### src/hw/rtl/bcd_time_capture_lock_qualifier_macros.svh
// Assertion macros for the time capture lock qualifier.
`ifndef BCD_TIME_CAPTURE_LOCK_QUALIFIER_MACROS_SVH
`define BCD_TIME_CAPTURE_LOCK_QUALIFIER_MACROS_SVH

// Same-cycle implication, sampled on clk, off while rst_n is low.
`define BCTCLQ_ASSERT_NOW(lbl, pre, post, msg) \
  lbl: assert property (@(posedge clk) disable iff (!rst_n) (pre) |-> (post)) \
    else $error(msg);

// Next-cycle implication, sampled on clk, off while rst_n is low.
`define BCTCLQ_ASSERT_NEXT(lbl, pre, post, msg) \
  lbl: assert property (@(posedge clk) disable iff (!rst_n) (pre) |=> (post)) \
    else $error(msg);

`endif

### src/hw/rtl/bctclq_pkg.sv
// Types and constants shared by the time capture lock qualifier.
`default_nettype none

package bctclq_pkg;

  localparam int unsigned WORD_W     = 16;
  localparam int unsigned MS_W       = 11;
  localparam int unsigned TIME_W     = 8;
  localparam int unsigned DAY_W      = 11;
  localparam int unsigned YEAR_W     = 7;
  localparam int unsigned RUN_W      = 8;
  localparam int unsigned SOD_W      = 20;
  localparam int unsigned CFG_DATA_W = 8;
  localparam int unsigned CFG_IDX_W  = 1;

  // Register indexes on the config port
  localparam logic [CFG_IDX_W-1:0] REG_LOCK_THRESHOLD = 1'b0;
  localparam logic [CFG_IDX_W-1:0] REG_START_YEAR     = 1'b1;

  localparam logic [RUN_W-1:0]  LOCK_THRESHOLD_RST = 8'd10;
  localparam logic [YEAR_W-1:0] START_YEAR_RST     = 7'd0;

  localparam int unsigned SEC_PER_HOUR = 3600;
  localparam int unsigned SEC_PER_MIN  = 60;
  localparam int unsigned MAX_HOUR     = 23;
  localparam int unsigned MAX_MIN_SEC  = 59;
  localparam int unsigned MAX_YEAR     = 99;

  typedef struct packed {
    logic [WORD_W-1:0] word_day_hundreds;
    logic [WORD_W-1:0] word_hour_day;
    logic [WORD_W-1:0] word_min_sec;
    logic [WORD_W-1:0] word_msec;
    logic              new_second;
  } snapshot_t;

  typedef struct packed {
    logic [MS_W-1:0]   millis;
    logic [TIME_W-1:0] seconds;
    logic [TIME_W-1:0] minutes;
    logic [TIME_W-1:0] hours;
    logic [DAY_W-1:0]  day_of_year;
    logic [SOD_W-1:0]  sec_of_day;
    logic              in_range;
  } decoded_t;

  typedef struct packed {
    logic [MS_W-1:0]   millis;
    logic [TIME_W-1:0] seconds;
    logic [TIME_W-1:0] minutes;
    logic [TIME_W-1:0] hours;
    logic [DAY_W-1:0]  day_of_year;
    logic [YEAR_W-1:0] year_now;
    logic              day_changed;
    logic              year_stepped;
    logic [RUN_W-1:0]  run_length;
    logic              locked;
  } result_t;

endpackage

`default_nettype wire

### src/hw/rtl/bctclq_in_if.sv
// Snapshot channel: valid/ready plus the four raw time words and the new-second flag.
`default_nettype none

interface bctclq_in_if;
  logic        valid;
  logic        ready;
  logic [15:0] word_day_hundreds;
  logic [15:0] word_hour_day;
  logic [15:0] word_min_sec;
  logic [15:0] word_msec;
  logic        new_second;

  modport source (
    output valid, word_day_hundreds, word_hour_day, word_min_sec, word_msec, new_second,
    input  ready
  );
  modport sink (
    input  valid, word_day_hundreds, word_hour_day, word_min_sec, word_msec, new_second,
    output ready
  );
endinterface

`default_nettype wire

### src/hw/rtl/bctclq_out_if.sv
// Result channel: valid/ready plus decoded time, year and lock status.
`default_nettype none

interface bctclq_out_if;
  logic        valid;
  logic        ready;
  logic [10:0] millis;
  logic [7:0]  seconds;
  logic [7:0]  minutes;
  logic [7:0]  hours;
  logic [10:0] day_of_year;
  logic [6:0]  year_now;
  logic        day_changed;
  logic        year_stepped;
  logic [7:0]  run_length;
  logic        locked;

  modport source (
    output valid, millis, seconds, minutes, hours, day_of_year, year_now,
           day_changed, year_stepped, run_length, locked,
    input  ready
  );
  modport sink (
    input  valid, millis, seconds, minutes, hours, day_of_year, year_now,
           day_changed, year_stepped, run_length, locked,
    output ready
  );
endinterface

`default_nettype wire

### src/hw/rtl/bcd_time_capture_lock_qualifier.sv
// Top level: snapshot register, tracking state and result register.
//
// Takes one BCD time snapshot per clock and returns one result per snapshot, in
// order, while no result is held back by out_ch.ready; throughput is then one
// transaction per cycle. A snapshot passes an input register and then the result
// register. The day/year tracking and the valid-second run count are updated in
// the same cycle that moves a snapshot into the result register, so the next
// snapshot always sees the state left by the one before it. Config writes go
// straight into the registers; a write of start_year loads the tracked year,
// clamped to 99. Hold config writes to times when no transaction is in flight.
`default_nettype none

module bcd_time_capture_lock_qualifier (
  input  wire logic                                      clk,
  input  wire logic                                      rst_n,
  bctclq_in_if.sink                                      in_ch,
  bctclq_out_if.source                                   out_ch,
  input  wire logic                                      cfg_we,
  input  wire logic [bctclq_pkg::CFG_IDX_W-1:0]          cfg_idx,
  input  wire logic [bctclq_pkg::CFG_DATA_W-1:0]         cfg_wdata
);

`include "bcd_time_capture_lock_qualifier_macros.svh"

  logic                                 in_v_r;
  bctclq_pkg::snapshot_t                snap_r;
  logic                                 out_v_r;
  bctclq_pkg::result_t                  out_r;
  bctclq_pkg::result_t                  out_nxt;

  logic [bctclq_pkg::RUN_W-1:0]         thr_r;
  logic [bctclq_pkg::DAY_W-1:0]         stored_day_r, stored_day_nxt;
  logic [bctclq_pkg::YEAR_W-1:0]        year_r, year_nxt;
  logic [bctclq_pkg::SOD_W-1:0]         prev_sod_r, prev_sod_nxt;
  logic [bctclq_pkg::RUN_W-1:0]         run_r, run_nxt;

  bctclq_pkg::decoded_t                 dec;
  logic                                 advance;
  logic                                 day_diff;
  logic                                 step;
  logic                                 sec_ok;
  logic [bctclq_pkg::YEAR_W-1:0]        year_inc;
  logic [bctclq_pkg::YEAR_W-1:0]        cfg_year;
  logic [bctclq_pkg::SOD_W:0]           prev_plus;

  bctclq_decode u_decode (
    .snap (snap_r),
    .dec  (dec)
  );

  assign advance     = in_v_r && (!out_v_r || out_ch.ready);
  assign in_ch.ready = !in_v_r || advance;

  always_comb begin
    day_diff  = dec.day_of_year != stored_day_r;
    // a change to day one steps the year, except on the first day seen
    step      = day_diff && (stored_day_r != '0) && (dec.day_of_year == 11'd1);
    year_inc  = (year_r >= 7'(bctclq_pkg::MAX_YEAR)) ? '0 : year_r + 7'd1;
    cfg_year  = (cfg_wdata[bctclq_pkg::YEAR_W-1:0] > 7'(bctclq_pkg::MAX_YEAR))
              ? 7'(bctclq_pkg::MAX_YEAR) : cfg_wdata[bctclq_pkg::YEAR_W-1:0];
    prev_plus = {1'b0, prev_sod_r} + 21'd1;
    sec_ok    = ({1'b0, dec.sec_of_day} == prev_plus) && dec.in_range;

    stored_day_nxt = stored_day_r;
    year_nxt       = year_r;
    prev_sod_nxt   = prev_sod_r;
    run_nxt        = run_r;

    if (advance) begin
      if (day_diff) begin
        stored_day_nxt = dec.day_of_year;
      end
      if (step) begin
        year_nxt = year_inc;
      end
      if (snap_r.new_second) begin
        prev_sod_nxt = dec.sec_of_day;
        if (!sec_ok) begin
          run_nxt = '0;
        end else if (run_r < thr_r) begin
          run_nxt = run_r + 8'd1;
        end
      end
    end
    if (cfg_we && (cfg_idx == bctclq_pkg::REG_START_YEAR)) begin
      year_nxt = cfg_year;
    end

    out_nxt.millis       = dec.millis;
    out_nxt.seconds      = dec.seconds;
    out_nxt.minutes      = dec.minutes;
    out_nxt.hours        = dec.hours;
    out_nxt.day_of_year  = dec.day_of_year;
    out_nxt.year_now     = step ? year_inc : year_r;
    out_nxt.day_changed  = day_diff;
    out_nxt.year_stepped = step;
    out_nxt.run_length   = run_nxt;
    out_nxt.locked       = run_nxt >= thr_r;
  end

  // control and tracking state
  always_ff @(posedge clk) begin
    if (!rst_n) begin
      in_v_r       <= 1'b0;
      out_v_r      <= 1'b0;
      thr_r        <= bctclq_pkg::LOCK_THRESHOLD_RST;
      stored_day_r <= '0;
      year_r       <= bctclq_pkg::START_YEAR_RST;
      prev_sod_r   <= '0;
      run_r        <= '0;
    end else begin
      if (in_ch.ready) begin
        in_v_r <= in_ch.valid;
      end
      if (advance) begin
        out_v_r <= 1'b1;
      end else if (out_ch.ready) begin
        out_v_r <= 1'b0;
      end
      if (cfg_we && (cfg_idx == bctclq_pkg::REG_LOCK_THRESHOLD)) begin
        thr_r <= cfg_wdata;
      end
      stored_day_r <= stored_day_nxt;
      year_r       <= year_nxt;
      prev_sod_r   <= prev_sod_nxt;
      run_r        <= run_nxt;
    end
  end

  // payload registers
  always_ff @(posedge clk) begin
    if (in_ch.ready && in_ch.valid) begin
      snap_r.word_day_hundreds <= in_ch.word_day_hundreds;
      snap_r.word_hour_day     <= in_ch.word_hour_day;
      snap_r.word_min_sec      <= in_ch.word_min_sec;
      snap_r.word_msec         <= in_ch.word_msec;
      snap_r.new_second        <= in_ch.new_second;
    end
    if (advance) begin
      out_r <= out_nxt;
    end
  end

  assign out_ch.valid        = out_v_r;
  assign out_ch.millis       = out_r.millis;
  assign out_ch.seconds      = out_r.seconds;
  assign out_ch.minutes      = out_r.minutes;
  assign out_ch.hours        = out_r.hours;
  assign out_ch.day_of_year  = out_r.day_of_year;
  assign out_ch.year_now     = out_r.year_now;
  assign out_ch.day_changed  = out_r.day_changed;
  assign out_ch.year_stepped = out_r.year_stepped;
  assign out_ch.run_length   = out_r.run_length;
  assign out_ch.locked       = out_r.locked;

  `BCTCLQ_ASSERT_NOW(a_stall_cause, !in_ch.ready, in_v_r && out_v_r && !out_ch.ready, "input stalled without a blocked result")
  `BCTCLQ_ASSERT_NEXT(a_advance_fills, advance, out_v_r, "transaction moved but no result is pending")
  `BCTCLQ_ASSERT_NOW(a_step_on_day_one, out_v_r && out_ch.year_stepped, out_ch.day_changed && (out_ch.day_of_year == 11'd1), "year stepped without a change to day one")
  `BCTCLQ_ASSERT_NEXT(a_run_holds, advance && !snap_r.new_second, $stable(run_r), "run count moved without a new second")

endmodule

`default_nettype wire

### src/hw/rtl/bctclq_decode.sv
// BCD digit decode of one snapshot, seconds-of-day and range check.
`default_nettype none

module bctclq_decode (
  input  bctclq_pkg::snapshot_t snap,
  output bctclq_pkg::decoded_t  dec
);

  logic [3:0] ms_d1, ms_d2, ms_d3;
  logic [3:0] sec_d0, sec_d1, min_d0, min_d1;
  logic [3:0] hr_d0, hr_d1, day_d0, day_d1, day_d2;

  assign ms_d1  = snap.word_msec[7:4];
  assign ms_d2  = snap.word_msec[11:8];
  assign ms_d3  = snap.word_msec[15:12];
  assign sec_d0 = snap.word_min_sec[3:0];
  assign sec_d1 = snap.word_min_sec[7:4];
  assign min_d0 = snap.word_min_sec[11:8];
  assign min_d1 = snap.word_min_sec[15:12];
  assign hr_d0  = snap.word_hour_day[3:0];
  assign hr_d1  = snap.word_hour_day[7:4];
  assign day_d0 = snap.word_hour_day[11:8];
  assign day_d1 = snap.word_hour_day[15:12];
  assign day_d2 = snap.word_day_hundreds[3:0];

  // Digits are weighted as they stand; out-of-range digits are not rejected.
  always_comb begin
    dec.millis      = 11'(ms_d1) + 11'(ms_d2) * 11'd10 + 11'(ms_d3) * 11'd100;
    dec.seconds     = 8'(sec_d0) + 8'(sec_d1) * 8'd10;
    dec.minutes     = 8'(min_d0) + 8'(min_d1) * 8'd10;
    dec.hours       = 8'(hr_d0) + 8'(hr_d1) * 8'd10;
    dec.day_of_year = 11'(day_d0) + 11'(day_d1) * 11'd10 + 11'(day_d2) * 11'd100;
    dec.sec_of_day  = 20'(dec.hours) * 20'(bctclq_pkg::SEC_PER_HOUR)
                    + 20'(dec.minutes) * 20'(bctclq_pkg::SEC_PER_MIN)
                    + 20'(dec.seconds);
    dec.in_range    = (dec.hours <= 8'(bctclq_pkg::MAX_HOUR))
                   && (dec.minutes <= 8'(bctclq_pkg::MAX_MIN_SEC))
                   && (dec.seconds <= 8'(bctclq_pkg::MAX_MIN_SEC));
  end

endmodule

`default_nettype wire
### src/flat_wrapper.sv
// flat-port wrapper written by rule: the top's interface ports become plain ports
module bcd_time_capture_lock_qualifier_flat 
  (clk, rst_n, cfg_we, cfg_idx, cfg_wdata, in_ch_valid, in_ch_word_day_hundreds, in_ch_word_hour_day, in_ch_word_min_sec, in_ch_word_msec, in_ch_new_second, in_ch_ready, out_ch_valid, out_ch_millis, out_ch_seconds, out_ch_minutes, out_ch_hours, out_ch_day_of_year, out_ch_year_now, out_ch_day_changed, out_ch_year_stepped, out_ch_run_length, out_ch_locked, out_ch_ready);
  bctclq_in_if in_ch_i ();
  bctclq_out_if out_ch_i ();
  input  wire logic clk;
  input  wire logic rst_n;
  input  wire logic cfg_we;
  input  wire logic [bctclq_pkg::CFG_IDX_W-1:0] cfg_idx;
  input  wire logic [bctclq_pkg::CFG_DATA_W-1:0] cfg_wdata;
  input wire logic [$bits(in_ch_i.valid)-1:0] in_ch_valid;
  input wire logic [$bits(in_ch_i.word_day_hundreds)-1:0] in_ch_word_day_hundreds;
  input wire logic [$bits(in_ch_i.word_hour_day)-1:0] in_ch_word_hour_day;
  input wire logic [$bits(in_ch_i.word_min_sec)-1:0] in_ch_word_min_sec;
  input wire logic [$bits(in_ch_i.word_msec)-1:0] in_ch_word_msec;
  input wire logic [$bits(in_ch_i.new_second)-1:0] in_ch_new_second;
  output wire logic [$bits(in_ch_i.ready)-1:0] in_ch_ready;
  output wire logic [$bits(out_ch_i.valid)-1:0] out_ch_valid;
  output wire logic [$bits(out_ch_i.millis)-1:0] out_ch_millis;
  output wire logic [$bits(out_ch_i.seconds)-1:0] out_ch_seconds;
  output wire logic [$bits(out_ch_i.minutes)-1:0] out_ch_minutes;
  output wire logic [$bits(out_ch_i.hours)-1:0] out_ch_hours;
  output wire logic [$bits(out_ch_i.day_of_year)-1:0] out_ch_day_of_year;
  output wire logic [$bits(out_ch_i.year_now)-1:0] out_ch_year_now;
  output wire logic [$bits(out_ch_i.day_changed)-1:0] out_ch_day_changed;
  output wire logic [$bits(out_ch_i.year_stepped)-1:0] out_ch_year_stepped;
  output wire logic [$bits(out_ch_i.run_length)-1:0] out_ch_run_length;
  output wire logic [$bits(out_ch_i.locked)-1:0] out_ch_locked;
  input wire logic [$bits(out_ch_i.ready)-1:0] out_ch_ready;
  assign in_ch_i.valid = in_ch_valid;
  assign in_ch_i.word_day_hundreds = in_ch_word_day_hundreds;
  assign in_ch_i.word_hour_day = in_ch_word_hour_day;
  assign in_ch_i.word_min_sec = in_ch_word_min_sec;
  assign in_ch_i.word_msec = in_ch_word_msec;
  assign in_ch_i.new_second = in_ch_new_second;
  assign in_ch_ready = in_ch_i.ready;
  assign out_ch_valid = out_ch_i.valid;
  assign out_ch_millis = out_ch_i.millis;
  assign out_ch_seconds = out_ch_i.seconds;
  assign out_ch_minutes = out_ch_i.minutes;
  assign out_ch_hours = out_ch_i.hours;
  assign out_ch_day_of_year = out_ch_i.day_of_year;
  assign out_ch_year_now = out_ch_i.year_now;
  assign out_ch_day_changed = out_ch_i.day_changed;
  assign out_ch_year_stepped = out_ch_i.year_stepped;
  assign out_ch_run_length = out_ch_i.run_length;
  assign out_ch_locked = out_ch_i.locked;
  assign out_ch_i.ready = out_ch_ready;
  bcd_time_capture_lock_qualifier u_core (.clk(clk), .rst_n(rst_n), .in_ch(in_ch_i), .out_ch(out_ch_i), .cfg_we(cfg_we), .cfg_idx(cfg_idx), .cfg_wdata(cfg_wdata));
endmodule
### config.mk
export PLATFORM = sky130hd
export DESIGN_NAME = bcd_time_capture_lock_qualifier_flat
export DESIGN_NICKNAME = d
export VERILOG_FILES = /design/src/hw/rtl/bctclq_pkg.sv /design/src/hw/rtl/bctclq_in_if.sv /design/src/hw/rtl/bctclq_out_if.sv /design/src/hw/rtl/bcd_time_capture_lock_qualifier.sv /design/src/hw/rtl/bctclq_decode.sv /design/src/flat_wrapper.sv
export VERILOG_INCLUDE_DIRS = /design/src /design/src/hw/rtl
export SDC_FILE = /design/constraint.sdc
export NUM_CORES = 1
export LEC_CHECK = 0
export BUFFER_PORTS_ARGS = -buffer_cell sky130_fd_sc_hd__buf_2
export CAP_MARGIN = 10
export CORE_UTILIZATION = 54
export CTS_CLUSTER_SIZE = 40
export DETAILED_ROUTE_END_ITERATION = 7
export PLACE_DENSITY = 0.78
export SYNTH_ARGS = -nofsm -noshare
export SYNTH_HDL_FRONTEND = slang
export SYNTH_HIERARCHICAL = 1
export SYNTH_SLANG_ARGS = --single-unit
### constraint.sdc
create_clock -name clk -period 8.45 [get_ports clk]
set_input_delay 0.4225 -clock clk [delete_from_list [all_inputs] [get_ports clk]]
set_output_delay 0.4225 -clock clk [all_outputs]
set_load 0.02 [all_outputs]
==> flow_metrics.py <==
metrics = {
    "placement": {
        "numPlacedInstances": 1514,
        "numPortBuffers": 128,
        "place_congestion": 0.831,
        "dp_slack_ps": 90.8,
        "hpwl_mm": 16.9,
    },
    "critical_path": {
        "max_stage_delay_ps": 590,
        "worst_reg2reg_path_length_in_cells": 38,
        "reg_to_reg_startpoint": "u_core/snap_r[30]",
        "crit_path_from": "u_core/snap_r[30]",
        "cpMostUsedCell": "sky130_fd_sc_hd__ha_1",
        "crit_type": "reg -> reg",
        "crit-reg2reg-capture": "u_core/out_ch.locked",
        "regToRegSetupSlack_ps": 300,
        "critical_path_arrival_ps": 8320,
        "critical_path_peak_fanout": 4,
        "startpoint_type": "flop",
        "crit_required_ps": 8630,
        "worst_path_max_delay_cell": "sky130_fd_sc_hd__fa_2",
        "worst_setup_path_end_kind": "flop",
    },
    "timing": {
        "final_period_minus_worst_setup_slack_ps": 8150,
        "hold_violations": 0,
        "finalClockSkew_ps": 15.9,
        "setup_total_negative_slack_ps": 0,
        "tightest_slew_ps": 1010,
        "drv_slew": 0,
        "max_freq_mhz": 123,
        "post-route-worst-setup-slack_ps": 302,
        "slew_headroom": 0.324,
        "timing.final.crit_share": 0.964,
        "setup_violations": 0,
    },
    "logic_synthesis": {
        "post_synth_instance_area_um2": 11800,
        "postSynthNetCount": 1410,
        "yosys_warnings": 6,
        "synthesis.area_per_instance_um2": 10.5,
        "synth_cells": 1127,
    },
    "die": {
        "floorplan.core_area_um2": 21300,
        "die_area_um2": 22500,
        "floorplan.io_pins": 145,
        "initial_utilization": 0.556,
        "die_x_um": 150,
        "die_boundary_height_um": 150,
        "placementRows": 53,
    },
    "routing": {
        "initial_detailed_routing_violation_count": 264,
        "drtPass1Iterations": 4,
        "drc": 0,
        "antenna_nets_post_route": 0,
        "drt-vias-per-instance": 5.41,
        "routed_wirelength_mm": 22.8,
        "wire_per_inst_um": 14.6,
        "num_vias": 8425,
    },
    "cells_and_area": {
        "post_route_cells_drive_above_1_share": 0.186,
        "stdcell_count": 1556,
        "n_antenna_cell": 0,
        "area.growth.synth_to_final_pct": 14.4,
        "final_core_util": 0.637,
        "count_of_nets_after_finishing": 1551,
        "nFillCells": 1688,
    },
    "cts": {
        "cts-hold-fix-buffers": 0,
        "max-clock-path-buffers": 2,
        "cts_made_buffers": 17,
        "worst_skew_pair.late_latency_ps": 430,
        "clkSlewWorstSetupHoldPaths_ps": 70,
        "cts_htree_levels": 4,
        "clock_sink_count": 169,
        "cts_root_buffer": "sky130_fd_sc_hd__clkbuf_16",
        "tritoncts_clock_tree": "done",
    },
    "global_route": {
        "globalRouteMet2Util": 0.371,
        "global_route.usage.total": 0.210,
        "maximum_number_of_pins_on_one_net_before_global_route_repair": 75,
        "number_of_antenna_violations_at_the_first_check_in_global_routing": 0,
        "grt_util_met1": 0.257,
        "global_route.peak_usage_layer": "met2",
        "vias_in_the_first_global_route": 8257,
        "globalRoute.totalOverflow": 0,
        "grt.met3_usage": 0.0339,
        "grt_first_pass_wirelength_mm": 37.3,
    },
    "job": {
        "maxCapViolations": 0,
    },
    "worst_hold_path": {
        "hp-class": "in -> reg",
        "worst_hold_path.endpoint": "u_core/snap_r[39]",
        "min_path_cells": 1,
        "worstHoldStart": "in_ch_word_hour_day[6]",
    },
    "outcome": {
        "outcome": "finished clean",
    },
}
[metrics by stage]
stage | instance area, µm² | hold WS, ps
global placement | 12700 | 402
CTS | 13400 | 141
detailed placement | 12700 | 440
finish | 13500 | 157
global route | 13500 | 143
floorplan | 11800 | 435
[timing repair]
item / in CTS / in global routing
gates cloned: 0 / 0
pin swaps: 1 / 5
endpoints found under the setup margin: 1 / 1
resized for setup: 0 / 22
buffers inserted: 6 / 4
[worst max path at each step]
stage / depth (start not counted) / slack (ps) / to
floorplan: 37 / 430 / u_core/out_ch.locked
global placement: 37 / 240 / u_core/out_ch.locked
detailed placement: 37 / 90 / u_core/out_ch.locked
CTS: 38 / 40 / u_core/out_ch.locked
global route: 38 / -50 / u_core/out_ch.locked
finish: 38 / 300 / u_core/out_ch.locked
[routing by layer]
metal  vias to the layer above  routed length (µm)  part of all wire
met5                         -                   0                 0
met4                         0                 426             0.019
met3                        33                 905             0.040
met2                       183               11100              0.49
met1                      3933               10300              0.45
li1                       4276                   -                 -
[critical path, delay by kind of cell (launching register included)]
family | cells | cell delay (ps)
compound gates | 15 | 2510
xor+xnor | 3 | 420
fa+ha+maj | 8 | 2770
buf+inv | 2 | 220
flops | 1 | 400
simple gates | 10 | 1580
[final cells by class]
type                       count  area [µm²]  area share
sequential                   169        4510       0.333
tap                          275         344      0.0254
inverter                      91         342      0.0252
timing repair buffer         149         802      0.0592
clock buffer                  18         429      0.0317
clock inverter                14         185      0.0137
multi-input combinational    840        6930       0.512
[sequential cells by signal, indices dropped and copies added, names as in the netlist, 7 cells and up]
name                       flops
u_core/out_ch.run_length       8
u_core/out_ch.day_of_year     11
u_core/out_ch.year_now         7
u_core/out_ch.seconds          8
u_core/thr_r                   8
u_core/run_r                   8
u_core/year_r                  7
u_core/prev_sod_r             20
u_core/out_ch.millis          11
u_core/out_ch.minutes          8
u_core/out_ch.hours            8
u_core/snap_r                 49
u_core/stored_day_r           11
[cells in the final DEF, fill, tap and decap left out, types with 7 or more instances in the layout]
cell type and count:
sky130_fd_sc_hd__ha_1 163, sky130_fd_sc_hd__buf_2 128, sky130_fd_sc_hd__nand2_1 116, sky130_fd_sc_hd__edfxtp_1 113
sky130_fd_sc_hd__inv_1 87, sky130_fd_sc_hd__xnor2_1 83, sky130_fd_sc_hd__a21oi_1 70, sky130_fd_sc_hd__nor2_1 56
sky130_fd_sc_hd__dfxtp_1 56, sky130_fd_sc_hd__fa_1 36, sky130_fd_sc_hd__o21ai_0 29, sky130_fd_sc_hd__nand3_1 27
sky130_fd_sc_hd__xor2_1 27, sky130_fd_sc_hd__nor3_1 21, sky130_fd_sc_hd__a21o_1 20, sky130_fd_sc_hd__buf_4 20
sky130_fd_sc_hd__clkbuf_16 17, sky130_fd_sc_hd__nor2b_1 16, sky130_fd_sc_hd__nand4_1 9, sky130_fd_sc_hd__nor4_1 9
sky130_fd_sc_hd__a31oi_1 8, sky130_fd_sc_hd__a21oi_2 8, sky130_fd_sc_hd__mux2i_1 7
Power is not shown: default switching activity piles up to over one toggle a cycle in this logic, so the estimate is an artifact.
